===== src/accs_pkg.sv =====
// ----------------------------------------------------------------------------
// accs_pkg
// shared types and constants of the step counter
// ----------------------------------------------------------------------------
package accs_pkg;

    localparam int unsigned ADDR_W = 5;

    localparam logic [2:0] REG_RISE_THRESHOLD  = 3'd0;
    localparam logic [2:0] REG_MIN_GAP         = 3'd1;
    localparam logic [2:0] REG_BONUS_FLOOR     = 3'd2;
    localparam logic [2:0] REG_STEPS_PER_KCAL  = 3'd3;
    localparam logic [2:0] REG_POINTS_PER_KCAL = 3'd4;
    localparam logic [2:0] REG_GOAL_STEP       = 3'd5;
    localparam logic [2:0] REG_GOAL_LIMIT      = 3'd6;

    localparam logic [15:0] RST_RISE_THRESHOLD  = 16'd600;
    localparam logic [15:0] RST_MIN_GAP         = 16'd1;
    localparam logic [15:0] RST_BONUS_FLOOR     = 16'd350;
    localparam logic [7:0]  RST_STEPS_PER_KCAL  = 8'd25;
    localparam logic [15:0] RST_POINTS_PER_KCAL = 16'd5000;
    localparam logic [7:0]  RST_GOAL_STEP       = 8'd5;
    localparam logic [15:0] RST_GOAL_LIMIT      = 16'd50000;
    localparam logic [15:0] RST_STEP_GOAL       = 16'd15;

    localparam logic [15:0] GAP_SAT   = 16'd60000;
    localparam logic [23:0] COUNT_MAX = 24'hFFFFFF;
    localparam logic [15:0] RECIP_10  = 16'hCCCD;
    localparam int unsigned RECIP_SH  = 19;

    localparam logic OP_SAMPLE = 1'b0;
    localparam logic OP_POLL   = 1'b1;

    typedef struct packed {
        logic [15:0] rise_threshold;
        logic [15:0] min_gap;
        logic [15:0] bonus_floor;
        logic [7:0]  steps_per_kcal;
        logic [15:0] points_per_kcal;
        logic [7:0]  goal_step;
        logic [15:0] goal_limit;
    } cfg_t;

    typedef struct packed {
        logic               opcode;
        logic signed [15:0] accel_x;
        logic signed [15:0] accel_y;
        logic signed [15:0] accel_z;
        logic [15:0]        goal;
    } entry_t;

endpackage


===== src/accel_step_counter.sv =====
// ----------------------------------------------------------------------------
// accel_step_counter
// pedometer over 3-axis accelerometer samples with apb configuration
// ----------------------------------------------------------------------------
// A sample beat, once it leaves the input queue, takes three squares on one
// 16x16 multiplier, 16 square root steps at two bits each, an update and a
// bonus step, then two 32-step restoring divisions for the calorie total on
// one shared divider, and the result register load. A button poll beat
// skips the magnitude work and the update. A two-beat queue in front lets
// inputs be taken while the back end works and while a result waits to be
// taken.
// ----------------------------------------------------------------------------
module accel_step_counter
    import accs_pkg::*;
(
    input  logic               clk,
    input  logic               rst_n,
    input  logic               psel,
    input  logic               penable,
    input  logic               pwrite,
    input  logic [ADDR_W-1:0]  paddr,
    input  logic [31:0]        pwdata,
    output logic [31:0]        prdata,
    output logic               pready,
    input  logic               in_valid,
    output logic               in_ready,
    input  logic               opcode,
    input  logic signed [15:0] accel_x,
    input  logic signed [15:0] accel_y,
    input  logic signed [15:0] accel_z,
    input  logic               button_a_down,
    input  logic               button_b_down,
    output logic               out_valid,
    input  logic               out_ready,
    output logic               step_detected,
    output logic [23:0]        step_total,
    output logic [23:0]        kcal_total,
    output logic [15:0]        goal_value,
    output logic               goal_reached,
    output logic signed [16:0] magnitude_change,
    output logic [15:0]        smoothed_intensity
);

    cfg_t   cfg;
    logic   push, pop, q_full, q_empty;
    entry_t push_entry, pop_entry;

    accs_regs u_regs (
        .clk(clk), .rst_n(rst_n), .psel(psel), .penable(penable), .pwrite(pwrite),
        .paddr(paddr), .pwdata(pwdata), .prdata(prdata), .pready(pready), .cfg(cfg)
    );

    accs_front u_front (
        .clk(clk), .rst_n(rst_n), .cfg(cfg), .in_valid(in_valid), .in_ready(in_ready),
        .opcode(opcode), .accel_x(accel_x), .accel_y(accel_y), .accel_z(accel_z),
        .button_a_down(button_a_down), .button_b_down(button_b_down),
        .q_full(q_full), .push(push), .push_entry(push_entry)
    );

    accs_queue u_queue (
        .clk(clk), .rst_n(rst_n), .push(push), .push_entry(push_entry),
        .pop(pop), .pop_entry(pop_entry), .full(q_full), .empty(q_empty)
    );

    accs_back u_back (
        .clk(clk), .rst_n(rst_n), .cfg(cfg), .q_empty(q_empty), .q_entry(pop_entry),
        .pop(pop), .out_valid(out_valid), .out_ready(out_ready),
        .step_detected(step_detected), .step_total(step_total),
        .kcal_total(kcal_total), .goal_value(goal_value), .goal_reached(goal_reached),
        .magnitude_change(magnitude_change), .smoothed_intensity(smoothed_intensity)
    );

endmodule


===== src/accs_regs.sv =====
// ----------------------------------------------------------------------------
// accs_regs
// configuration registers behind the apb port
// ----------------------------------------------------------------------------
module accs_regs
    import accs_pkg::*;
(
    input  logic              clk,
    input  logic              rst_n,
    input  logic              psel,
    input  logic              penable,
    input  logic              pwrite,
    input  logic [ADDR_W-1:0] paddr,
    input  logic [31:0]       pwdata,
    output logic [31:0]       prdata,
    output logic              pready,
    output cfg_t              cfg
);

    cfg_t       cfg_reg;
    logic       wr_en;
    logic [2:0] idx;

    assign pready = 1'b1;
    assign wr_en  = psel && penable && pwrite;
    assign idx    = paddr[ADDR_W-1:2];
    assign cfg    = cfg_reg;

    always_ff @(posedge clk or negedge rst_n)
    begin
        if (!rst_n)
        begin
            cfg_reg.rise_threshold  <= RST_RISE_THRESHOLD;
            cfg_reg.min_gap         <= RST_MIN_GAP;
            cfg_reg.bonus_floor     <= RST_BONUS_FLOOR;
            cfg_reg.steps_per_kcal  <= RST_STEPS_PER_KCAL;
            cfg_reg.points_per_kcal <= RST_POINTS_PER_KCAL;
            cfg_reg.goal_step       <= RST_GOAL_STEP;
            cfg_reg.goal_limit      <= RST_GOAL_LIMIT;
        end
        else if (wr_en)
        begin
            case (idx)
                REG_RISE_THRESHOLD:  cfg_reg.rise_threshold  <= pwdata[15:0];
                REG_MIN_GAP:         cfg_reg.min_gap         <= pwdata[15:0];
                REG_BONUS_FLOOR:     cfg_reg.bonus_floor     <= pwdata[15:0];
                REG_STEPS_PER_KCAL:  cfg_reg.steps_per_kcal  <= pwdata[7:0];
                REG_POINTS_PER_KCAL: cfg_reg.points_per_kcal <= pwdata[15:0];
                REG_GOAL_STEP:       cfg_reg.goal_step       <= pwdata[7:0];
                REG_GOAL_LIMIT:      cfg_reg.goal_limit      <= pwdata[15:0];
                default: ;
            endcase
        end
    end

    always_comb
    begin
        case (idx)
            REG_RISE_THRESHOLD:  prdata = {16'd0, cfg_reg.rise_threshold};
            REG_MIN_GAP:         prdata = {16'd0, cfg_reg.min_gap};
            REG_BONUS_FLOOR:     prdata = {16'd0, cfg_reg.bonus_floor};
            REG_STEPS_PER_KCAL:  prdata = {24'd0, cfg_reg.steps_per_kcal};
            REG_POINTS_PER_KCAL: prdata = {16'd0, cfg_reg.points_per_kcal};
            REG_GOAL_STEP:       prdata = {24'd0, cfg_reg.goal_step};
            REG_GOAL_LIMIT:      prdata = {16'd0, cfg_reg.goal_limit};
            default:             prdata = 32'd0;
        endcase
    end

endmodule


===== src/accs_front.sv =====
// ----------------------------------------------------------------------------
// accs_front
// input beat acceptance, button edge detection and step goal update
// ----------------------------------------------------------------------------
module accs_front
    import accs_pkg::*;
(
    input  logic               clk,
    input  logic               rst_n,
    input  cfg_t               cfg,
    input  logic               in_valid,
    output logic               in_ready,
    input  logic               opcode,
    input  logic signed [15:0] accel_x,
    input  logic signed [15:0] accel_y,
    input  logic signed [15:0] accel_z,
    input  logic               button_a_down,
    input  logic               button_b_down,
    input  logic               q_full,
    output logic               push,
    output entry_t             push_entry
);

    logic [15:0] goal_reg, goal_next, goal_b;
    logic        last_a_reg, last_b_reg;
    logic [16:0] goal_sum;

    assign in_ready = !q_full;
    assign push     = in_valid && !q_full;

    always_comb
    begin
        goal_sum = {1'b0, goal_reg} + {9'd0, cfg.goal_step};
        goal_b   = goal_reg;
        if (button_b_down && !last_b_reg)
        begin
            goal_b = (goal_sum > {1'b0, cfg.goal_limit}) ? cfg.goal_limit : goal_sum[15:0];
        end
        goal_next = goal_b;
        if (button_a_down && !last_a_reg)
        begin
            goal_next = (goal_b >= {8'd0, cfg.goal_step}) ?
                        goal_b - {8'd0, cfg.goal_step} : 16'd0;
        end
    end

    assign push_entry = '{opcode: opcode, accel_x: accel_x, accel_y: accel_y,
                          accel_z: accel_z, goal: goal_next};

    always_ff @(posedge clk or negedge rst_n)
    begin
        if (!rst_n)
        begin
            goal_reg   <= RST_STEP_GOAL;
            last_a_reg <= 1'b0;
            last_b_reg <= 1'b0;
        end
        else if (push)
        begin
            goal_reg   <= goal_next;
            last_a_reg <= button_a_down;
            last_b_reg <= button_b_down;
        end
    end

endmodule


===== src/accs_queue.sv =====
// ----------------------------------------------------------------------------
// accs_queue
// two-entry queue between front and back
// ----------------------------------------------------------------------------
module accs_queue
    import accs_pkg::*;
(
    input  logic   clk,
    input  logic   rst_n,
    input  logic   push,
    input  entry_t push_entry,
    input  logic   pop,
    output entry_t pop_entry,
    output logic   full,
    output logic   empty
);

    entry_t     mem_reg [2];
    logic       wr_ptr_reg, rd_ptr_reg;
    logic [1:0] cnt_reg;

    assign full      = (cnt_reg == 2'd2);
    assign empty     = (cnt_reg == 2'd0);
    assign pop_entry = mem_reg[rd_ptr_reg];

    always_ff @(posedge clk)
    begin
        if (push)
        begin
            mem_reg[wr_ptr_reg] <= push_entry;
        end
    end

    always_ff @(posedge clk or negedge rst_n)
    begin
        if (!rst_n)
        begin
            wr_ptr_reg <= 1'b0;
            rd_ptr_reg <= 1'b0;
            cnt_reg    <= 2'd0;
        end
        else
        begin
            if (push)
            begin
                wr_ptr_reg <= !wr_ptr_reg;
            end
            if (pop)
            begin
                rd_ptr_reg <= !rd_ptr_reg;
            end
            if (push && !pop)
            begin
                cnt_reg <= cnt_reg + 2'd1;
            end
            else if (pop && !push)
            begin
                cnt_reg <= cnt_reg - 2'd1;
            end
        end
    end

endmodule


===== src/accs_back.sv =====
// ----------------------------------------------------------------------------
// accs_back
// magnitude, smoothing, step decision, calorie divisions and result register
// ----------------------------------------------------------------------------
module accs_back
    import accs_pkg::*;
(
    input  logic               clk,
    input  logic               rst_n,
    input  cfg_t               cfg,
    input  logic               q_empty,
    input  entry_t             q_entry,
    output logic               pop,
    output logic               out_valid,
    input  logic               out_ready,
    output logic               step_detected,
    output logic [23:0]        step_total,
    output logic [23:0]        kcal_total,
    output logic [15:0]        goal_value,
    output logic               goal_reached,
    output logic signed [16:0] magnitude_change,
    output logic [15:0]        smoothed_intensity
);

    localparam logic [3:0] ST_IDLE  = 4'd0;
    localparam logic [3:0] ST_SQX   = 4'd1;
    localparam logic [3:0] ST_SQY   = 4'd2;
    localparam logic [3:0] ST_SQZ   = 4'd3;
    localparam logic [3:0] ST_ROOT  = 4'd4;
    localparam logic [3:0] ST_UPD   = 4'd5;
    localparam logic [3:0] ST_BONUS = 4'd6;
    localparam logic [3:0] ST_DIVA  = 4'd7;
    localparam logic [3:0] ST_DIVB  = 4'd8;
    localparam logic [3:0] ST_OUT   = 4'd9;

    logic [3:0]         state_reg;
    entry_t             item_reg;
    logic [31:0]        acc_reg;
    logic [15:0]        rem_reg;
    logic [15:0]        root_reg;
    logic [4:0]         cnt_reg;
    logic [15:0]        last_mag_reg;
    logic [15:0]        since_reg;
    logic [15:0]        avg_reg;
    logic [23:0]        steps_reg;
    logic [31:0]        bonus_reg;
    logic               stepped_reg;
    logic signed [16:0] diff_reg;
    logic               bonus_en_reg;
    logic [15:0]        bonus_delta_reg;
    logic [15:0]        div_rem_reg;
    logic [31:0]        div_q_reg;
    logic [23:0]        base_reg;
    logic               out_valid_reg;

    logic signed [15:0] sq_op;
    logic signed [31:0] sq_prod;
    logic [17:0]        root_rem;
    logic [17:0]        root_trial;
    logic signed [16:0] diff;
    logic [15:0]        abs_diff;
    logic [18:0]        avg_sum;
    logic [15:0]        avg_new;
    logic               step_hit;
    logic [31:0]        bonus_prod;
    logic [15:0]        divisor;
    logic [16:0]        div_trial;
    logic [32:0]        kcal_sum;

    assign pop       = (state_reg == ST_IDLE) && !q_empty && !out_valid_reg;
    assign out_valid = out_valid_reg;

    always_comb
    begin
        case (state_reg)
            ST_SQX:  sq_op = item_reg.accel_x;
            ST_SQY:  sq_op = item_reg.accel_y;
            default: sq_op = item_reg.accel_z;
        endcase
        sq_prod = sq_op * sq_op;
    end

    // two bits of the radicand per step
    assign root_rem   = {rem_reg, acc_reg[31:30]};
    assign root_trial = {root_reg, 2'b01};

    always_comb
    begin
        diff     = $signed({1'b0, root_reg}) - $signed({1'b0, last_mag_reg});
        abs_diff = diff[16] ? 16'(-diff) : diff[15:0];
        avg_sum  = {avg_reg, 3'b000} - {3'd0, avg_reg} + {3'd0, abs_diff};
        avg_new  = avg_sum[18:3];
        step_hit = (diff > $signed({1'b0, cfg.rise_threshold})) && (since_reg > cfg.min_gap);
    end

    assign bonus_prod = bonus_delta_reg * RECIP_10;

    always_comb
    begin
        if (state_reg == ST_DIVA)
        begin
            divisor = (cfg.steps_per_kcal == 8'd0) ? 16'd1 : {8'd0, cfg.steps_per_kcal};
        end
        else
        begin
            divisor = (cfg.points_per_kcal == 16'd0) ? 16'd1 : cfg.points_per_kcal;
        end
        div_trial = {div_rem_reg, div_q_reg[31]};
    end

    assign kcal_sum = {9'd0, base_reg} + {1'b0, div_q_reg};

    always_ff @(posedge clk)
    begin
        case (state_reg)
            ST_IDLE:
            begin
                if (pop)
                begin
                    item_reg <= q_entry;
                end
            end
            ST_SQX:
            begin
                acc_reg <= 32'(sq_prod);
            end
            ST_SQY:
            begin
                acc_reg <= acc_reg + 32'(sq_prod);
            end
            ST_SQZ:
            begin
                acc_reg  <= acc_reg + 32'(sq_prod);
                rem_reg  <= 16'd0;
                root_reg <= 16'd0;
                cnt_reg  <= 5'd0;
            end
            ST_ROOT:
            begin
                acc_reg <= {acc_reg[29:0], 2'b00};
                cnt_reg <= cnt_reg + 5'd1;
                if (root_rem >= root_trial)
                begin
                    rem_reg  <= 16'(root_rem - root_trial);
                    root_reg <= {root_reg[14:0], 1'b1};
                end
                else
                begin
                    rem_reg  <= root_rem[15:0];
                    root_reg <= {root_reg[14:0], 1'b0};
                end
            end
            ST_UPD:
            begin
                diff_reg        <= diff;
                stepped_reg     <= step_hit;
                bonus_en_reg    <= step_hit && (avg_new > cfg.bonus_floor);
                bonus_delta_reg <= avg_new - cfg.bonus_floor;
            end
            ST_BONUS:
            begin
                div_rem_reg <= 16'd0;
                div_q_reg   <= {8'd0, steps_reg};
                cnt_reg     <= 5'd0;
            end
            ST_DIVA, ST_DIVB:
            begin
                cnt_reg <= cnt_reg + 5'd1;
                if ((state_reg == ST_DIVA) && (cnt_reg == 5'd31))
                begin
                    base_reg    <= {div_q_reg[22:0], (div_trial >= {1'b0, divisor})};
                    div_rem_reg <= 16'd0;
                    div_q_reg   <= bonus_reg;
                end
                else if (div_trial >= {1'b0, divisor})
                begin
                    div_rem_reg <= 16'(div_trial - {1'b0, divisor});
                    div_q_reg   <= {div_q_reg[30:0], 1'b1};
                end
                else
                begin
                    div_rem_reg <= div_trial[15:0];
                    div_q_reg   <= {div_q_reg[30:0], 1'b0};
                end
            end
            ST_OUT:
            begin
                step_total         <= steps_reg;
                kcal_total         <= (kcal_sum > {9'd0, COUNT_MAX}) ? COUNT_MAX :
                                      kcal_sum[23:0];
                goal_value         <= item_reg.goal;
                goal_reached       <= (steps_reg >= {8'd0, item_reg.goal});
                smoothed_intensity <= avg_reg;
                if (item_reg.opcode == OP_SAMPLE)
                begin
                    step_detected    <= stepped_reg;
                    magnitude_change <= diff_reg;
                end
                else
                begin
                    step_detected    <= 1'b0;
                    magnitude_change <= 17'sd0;
                end
            end
            default: ;
        endcase
    end

    always_ff @(posedge clk or negedge rst_n)
    begin
        if (!rst_n)
        begin
            state_reg     <= ST_IDLE;
            out_valid_reg <= 1'b0;
            last_mag_reg  <= 16'd0;
            since_reg     <= 16'd0;
            avg_reg       <= 16'd0;
            steps_reg     <= 24'd0;
            bonus_reg     <= 32'd0;
        end
        else
        begin
            if (out_valid_reg && out_ready)
            begin
                out_valid_reg <= 1'b0;
            end
            case (state_reg)
                ST_IDLE:
                begin
                    if (pop)
                    begin
                        state_reg <= (q_entry.opcode == OP_SAMPLE) ? ST_SQX : ST_BONUS;
                    end
                end
                ST_SQX:  state_reg <= ST_SQY;
                ST_SQY:  state_reg <= ST_SQZ;
                ST_SQZ:  state_reg <= ST_ROOT;
                ST_ROOT:
                begin
                    if (cnt_reg == 5'd15)
                    begin
                        state_reg <= ST_UPD;
                    end
                end
                ST_UPD:
                begin
                    last_mag_reg <= root_reg;
                    avg_reg      <= avg_new;
                    if (step_hit)
                    begin
                        since_reg <= 16'd0;
                        if (steps_reg != COUNT_MAX)
                        begin
                            steps_reg <= steps_reg + 24'd1;
                        end
                    end
                    else if (since_reg < GAP_SAT)
                    begin
                        since_reg <= since_reg + 16'd1;
                    end
                    state_reg <= ST_BONUS;
                end
                ST_BONUS:
                begin
                    if ((item_reg.opcode == OP_SAMPLE) && bonus_en_reg)
                    begin
                        bonus_reg <= bonus_reg + {19'd0, bonus_prod[RECIP_SH +: 13]};
                    end
                    state_reg <= ST_DIVA;
                end
                ST_DIVA:
                begin
                    if (cnt_reg == 5'd31)
                    begin
                        state_reg <= ST_DIVB;
                    end
                end
                ST_DIVB:
                begin
                    if (cnt_reg == 5'd31)
                    begin
                        state_reg <= ST_OUT;
                    end
                end
                ST_OUT:
                begin
                    out_valid_reg <= 1'b1;
                    state_reg     <= ST_IDLE;
                end
                default: state_reg <= ST_IDLE;
            endcase
        end
    end

endmodule


===== config.mk =====
export PLATFORM = sky130hd
export DESIGN_NAME = accel_step_counter
export DESIGN_NICKNAME = d
export VERILOG_FILES = /design/src/accs_pkg.sv /design/src/accel_step_counter.sv /design/src/accs_regs.sv /design/src/accs_front.sv /design/src/accs_queue.sv /design/src/accs_back.sv
export SDC_FILE = /design/constraint.sdc
export NUM_CORES = 2
export LEC_CHECK = 0
export CORE_ASPECT_RATIO = 1.5
export CORE_UTILIZATION = 39
export DETAILED_ROUTE_END_ITERATION = 12
export DONT_BUFFER_PORTS = 1
export GPL_ROUTABILITY_DRIVEN = 1
export PLACE_DENSITY = 0.64
export SETUP_SLACK_MARGIN = 0.2
export SLEW_MARGIN = 10
export SYNTH_ARGS = -nofsm -noshare
export SYNTH_HDL_FRONTEND = slang
export SYNTH_HIERARCHICAL = 1
export SYNTH_SLANG_ARGS = --single-unit
export TNS_END_PERCENT = 50

===== constraint.sdc =====
create_clock -name clk -period 19.31 [get_ports clk]
set_clock_uncertainty 0.1 [all_clocks]
set_input_delay 3.862 -clock clk [delete_from_list [all_inputs] [get_ports clk]]
set_output_delay 3.862 -clock clk [all_outputs]
set_load 0.05 [all_outputs]

Yosys cells after proc, flatten, opt, wreduce, memory -nomap -nowiden
Memory sizes are Yosys's and may differ from the RTL's.
Index checks and enable logic that the tools add are counted.

cells by class
  add/sub/neg operators = 17
  eq/ne operators = 23
  muxes and demuxes = 36
  divide/modulo/power cells = 0
  bitwise operators = 1
  multiply operators = 2
  shift operators = 0
  reduce and logical (&&, ||, !) cells = 52
  $lt $le $gt $ge = 10

operators by type and width
  operator                                                                           count
  16-bit two-way mux                                                                 12
  16-bit one-hot mux with 2 select lines                                             4
  16-bit one-hot mux with 7 select lines                                             1
  32-bit one-hot mux with 3 select lines                                             1
  32-bit one-hot mux with 2 select lines                                             1
  16-bit subtractor                                                                  3
  4-bit one-hot mux with 9 select lines                                              1
  24-bit by 32-bit adder with 33-bit output                                          1
  33-bit by 24-bit greater-than comparator with 1-bit output, second input constant  1
  32-bit by 13-bit adder with 32-bit output                                          1
  32-bit adder                                                                       1
  16-bit greater-than comparator                                                     2
  16-bit by 16-bit multiplier with 32-bit output                                     1
  16-bit by 16-bit multiplier with 32-bit output, second input constant              1
  32-bit two-way mux                                                                 1
  24-bit by 1-bit adder with 24-bit output, second input constant                    1
  24-bit by 16-bit greater-or-equal comparator with 1-bit output                     1
  24-bit != test, second input constant                                              1
  2-bit AND reduction                                                                11
  19-bit by 16-bit adder with 19-bit output                                          1
  19-bit by 16-bit subtractor with 19-bit output                                     1
  18-bit greater-or-equal comparator                                                 1
  16-bit by 8-bit adder with 17-bit output                                           1
  17-bit by 16-bit greater-or-equal comparator with 1-bit output                     1
  other kinds (43)                                                                   90

storage, ports and cells
  memories kept = 1
  latch bits = 0
  bits in read-only memories = 0
  input port bits = 95
  RAM bits = 130
  output and inout port bits = 134
  logic and storage cells = 185
  register bits after elaboration = 567

memory list
  name             depth  width  read ports  clocked after Yosys merged registers in  wr ports  line              RTL
  u_queue.mem_reg  2      65     1           0                                        1         accs_queue.sv:18  entry_t mem_reg [2];

Longest topological paths before layout
  depth after elaboration = 7
  depth in mapped cells = 44
  mapped depth without buffers = 41

Hierarchy
The synthesis kept the hierarchy.

modules (own cells, without submodules)
  module      sequential area each (um^2)  area each (um^2)  instances  cells an instance
  accs_back   12937.4                      38901.1           1          3805
  accs_queue  4003.8                       5038.6            1          218
  accs_regs   2436.1                       4713.3            1          350
  accs_front  455.4                        3348.2            1          452

Worst setup path after synthesis
Ideal clock, no wire load.

  kind = reg2reg
  start = reg u_back.state_reg[2]
  end = reg u_back.acc_reg[30] (data pin)
  path slack = 9809 ps
  data arrival time = 9142 ps
  buffers on the path = 3
  clock period less this slack = 9501 ps
  data required time = 18951 ps
  cell stages (with the launch flop) = 37
  library setup time = 259 ps
  cell sequence = dfrtp_1 -> buf_2 -> nor3_1 -> nor2_1 -> clkbuf_1 -> nand2_1 -> and2_1 -> buf_2 -> clkinv_1 -> nand2_1 -> inv_1 -> fa_1 -> inv_1 -> fa_1 -> inv_1 -> fa_1 -> fa_1 -> fa_1 -> inv_1 -> fa_1 -> inv_1 -> ha_1 -> a21o_1 -> or2_2 -> o22ai_1 -> a211oi_2 -> a2111oi_4 -> nor2_1 -> o21a_1 -> nor2_2 -> xnor2_1 -> ha_1 -> a21oi_1 -> o22ai_1 -> a221oi_1 -> o21ai_0 -> a211o_1

on the way
  word-level cells in the longest chain between the ends = 5
  elaborated cells on any way between the ends = 9
  those cells by class = 1 x add/sub; 1 x mul; 4 x eq/ne; 2 x mux; 1 x reduce/logical

ends and longest elaborated chain
  item                                                                                                              line                                RTL
  start, declared                                                                                                   accs_back.sv:36                     logic [3:0] state_reg;
  start signal, assigned                                                                                            accs_back.sv:232                    state_reg <= (q_entry.opcode == OP_SAMPLE) ? ST_SQX : ST_BONUS;
  4-bit by 2-bit equality test with 1-bit output or 4-bit by 1-bit equality test with 1-bit output (tied branches)  accs_back.sv:75, accs_back.sv:115
  16-bit one-hot mux with 2 select lines                                                                            accs_back.sv:75                     case (state_reg)
  16-bit by 16-bit multiplier with 32-bit output                                                                    accs_back.sv:80                     sq_prod = sq_op * sq_op;
  32-bit adder                                                                                                      accs_back.sv:129, accs_back.sv:133
  32-bit one-hot mux with 3 select lines (*)                                                                        accs_back.sv:115                    case (state_reg)
  end signal, assigned                                                                                              accs_back.sv:129                    acc_reg <= acc_reg + 32'(sq_prod);
  end signal, assigned                                                                                              accs_back.sv:133                    acc_reg <= acc_reg + 32'(sq_prod);
  end signal, assigned                                                                                              accs_back.sv:140                    acc_reg <= {acc_reg[29:0], 2'b00};
  end, declared                                                                                                     accs_back.sv:38                     logic [31:0] acc_reg;

Every way passes the cells marked *; elsewhere a longest branch is shown, timed or not.
A chain may end at the register's enable or synchronous reset.

Worst setup path after layout
Ends and elaborated chain as after synthesis.

==> impl_metrics.ini <==
[cts]
cts_root_buffer = clkbuf_16
path_clk_slew_ps = 70
cts_sinks = 697
clockBufferDepth = 3
worst_skew_pair.late_latency_ps = 700
ctsResizeCount = 0
cts_setup_buffers = 0
cts-hold-fix-buffers = 0
cts_buffers = 74
cts_tree = built
cts-htree-levels = 3

[final_layout]
final_area_um2 = 56100
drive_above_1_share_pct = 9.24
final_core_util_pct = 42.5
largest_register_ffs = 130
num-nets-final = 5655
area_growth_pct = 7.88

[critical_path]
required_ps = 19660
path_common_cell = fa_1
arrival_ps = 11460
end_kind = flip-flop
crit_type = flip-flop to flip-flop
path_max_fanout = 30
cpPeakStageDelay_ps = 680
crit_path_start_kind = flip-flop
cp_slowest_cell = fa_1

[timing]
tns_ps = 0
setup_violations = 0
tightest_slew_ps = 1190
max_freq_ghz = 0.0899
rsz0062_at_grt = false
period_needed_ps = 11120
hold_violations = 0
finalMaxSlewViolations = 0
slew_headroom_pct = 20.5
post-route-period-util_pct = 57.6

[synthesis]
ys_types = 104
syn_inst = 4825
synth_ff_type = edfxtp_1
synth_top_area_share_pct = 27.1
ys_warn_count = 6
synthTopCellsByArea = edfxtp_1 27%, fa_1 13%, ha_1 11%
synth_edf_count = 470
avgSynthCellArea_um2 = 10.8
ys_seq_elements = 697
syn_area_um2 = 52000
async_flop_share_pct = 32.6
yosysTopAreaCell = edfxtp_1
ys_seq_area_share_pct = 38.1

[routing]
post_drt_wl_per_cell_um = 19.4
first_iter_violations = 2044
drc = 0
via_count = 34700
first_pass_iters = 7
wl_um = 128000
drtAntennaViolNets = 0
vias_per_cell = 5.29

[floorplan]
die_y_um = 449
start_util_pct = 39.4
row_count = 163
pin_count = 229
die_x_um = 300
core_um2 = 132000
die_area_um2 = 135000

[status]
status = finished, final reports clean

[placement]
placed_area_um2 = 53500
place_congestion = 0.936
hpwlAfterDp_um = 98300
portBuffers = 0

[min_path]
hold_class = flip-flop to flip-flop

[global_route]
grtUsageTotal_pct = 19.2
grt_pass1_wl_um = 202000
grt_max_degree = 228
grt.overflow.total = 0
antenna_found_initial = 6
grt_pass1_vias = 36300

[flow_run]
drv_cap = 0
-- synthesized netlist by cell type, types with 58 or more instances --
cell / count
nor2_1: 295
edfxtp_1: 470
buf_4: 68
mux2i_1: 58
nand3_1: 63
nand2_1: 381
a21oi_1: 175
a21o_1: 82
ha_1: 456
fa_1: 338
xnor2_1: 165
xor2_1: 97
nor3_1: 66
a22oi_1: 73
inv_1: 680
mux2_2: 126
o21ai_0: 168
clkbuf_1: 83
dfrtp_1: 196
-- cells by family (layout without fill, tap and decap cells) --
family | Yosys count | in the layout | share of synthesized area, %
AND/OR/NAND/NOR | 1135 | 1135 | 10.5
buffers and inverters | 879 | 867 | 7.08
AO/OA/AOI/OAI | 821 | 821 | 10.6
adder cells (fa/ha/maj) | 794 | 794 | 24.0
flip-flops | 697 | 697 | 38.1
XOR/XNOR | 262 | 262 | 4.41
multiplexers | 235 | 235 | 5.32
other | 2 | 20 | 0.0144
-- path summary, 6_finish.rpt --
kind,endpoint,slack [ps],depth (start not counted),from
max,u_back/acc_reg[30],8190,38,u_back/state_reg[2]
min,u_back/goal_value[4],340,0,u_back/item_reg[4]
max reg2reg,u_back/acc_reg[30],8190,38,u_back/state_reg[2]
min reg2reg,u_back/goal_value[4],340,0,u_back/item_reg[4]
max in group asynchronous,u_queue/rd_ptr_reg,15870,0,rst_n
min in group asynchronous,u_back/avg_reg[6],2770,0,rst_n
-- cells in the final DEF, fill, tap and decap left out, types with 16 or more instances in the layout --
master,n
a211o_1,16
a211oi_1,31
a21boi_0,19
a21o_1,82
a21oi_1,174
a22oi_1,73
a31oi_1,25
and2_1,26
and3_1,32
buf_4,42
clkbuf_16,76
conb_1,17
dfrtp_1,195
dfstp_2,31
edfxtp_1,470
fa_1,338
ha_1,456
inv_1,679
mux2_2,126
mux2_4,51
mux2i_1,58
nand2_1,380
nand2b_1,43
nand3_1,63
nand4_1,33
nor2_1,291
nor2b_1,53
nor3_1,62
nor3b_1,16
nor4_1,29
o21a_1,37
o21ai_0,168
o21bai_1,17
o22ai_1,17
o31ai_1,24
or3_1,19
xnor2_1,165
xor2_1,97
-- routing by layer --
layer / track usage (%) / vias up / wire (µm)
li1: - / 16400 / -
met2: 33.7 / 758 / 64400
met3: 3.13 / 253 / 6000
met5: 0 / - / 11
met1: 22.5 / 17300 / 51200
met4: 9.09 / 2 / 5950
-- final cells by class --
class / instances / area (µm²)
Multi-Input combinational cell: 3264 / 28600
Tap cell: 1732 / 2170
Fill cell: 12500 / 75900
Antenna cell: 3 / 7.51
Timing Repair Buffer: 42 / 315
Sequential cell: 697 / 19800
Clock buffer: 89 / 1990
Clock inverter: 49 / 603
Inverter: 687 / 2580
-- per-stage QoR --
stage / hold WS (ps) / setup slack (ps) / instances
2_1_floorplan: 323 / 9810 / 4840
3_3_place_gp: 338 / 8380 / 6422
3_5_place_dp: 341 / 8210 / 6422
4_1_cts: 331 / 8140 / 6560
5_1_grt: 345 / 7450 / 6563
6_report: 338 / 8190 / 6563
-- worst max-delay path: cells and delay by family (launching register included) --
family                     cells  cell delay [ps]
AOI/OAI and AO/OA             10             2100
xor gates and xnor gates       1              200
buffers and inverters          9             1880
DFF                            1              500
adders and majority gates      8             4180
and+or+nand+nor               10             1850
Power is not shown: default switching activity piles up to over one toggle a cycle in this logic, so the estimate is an artifact.
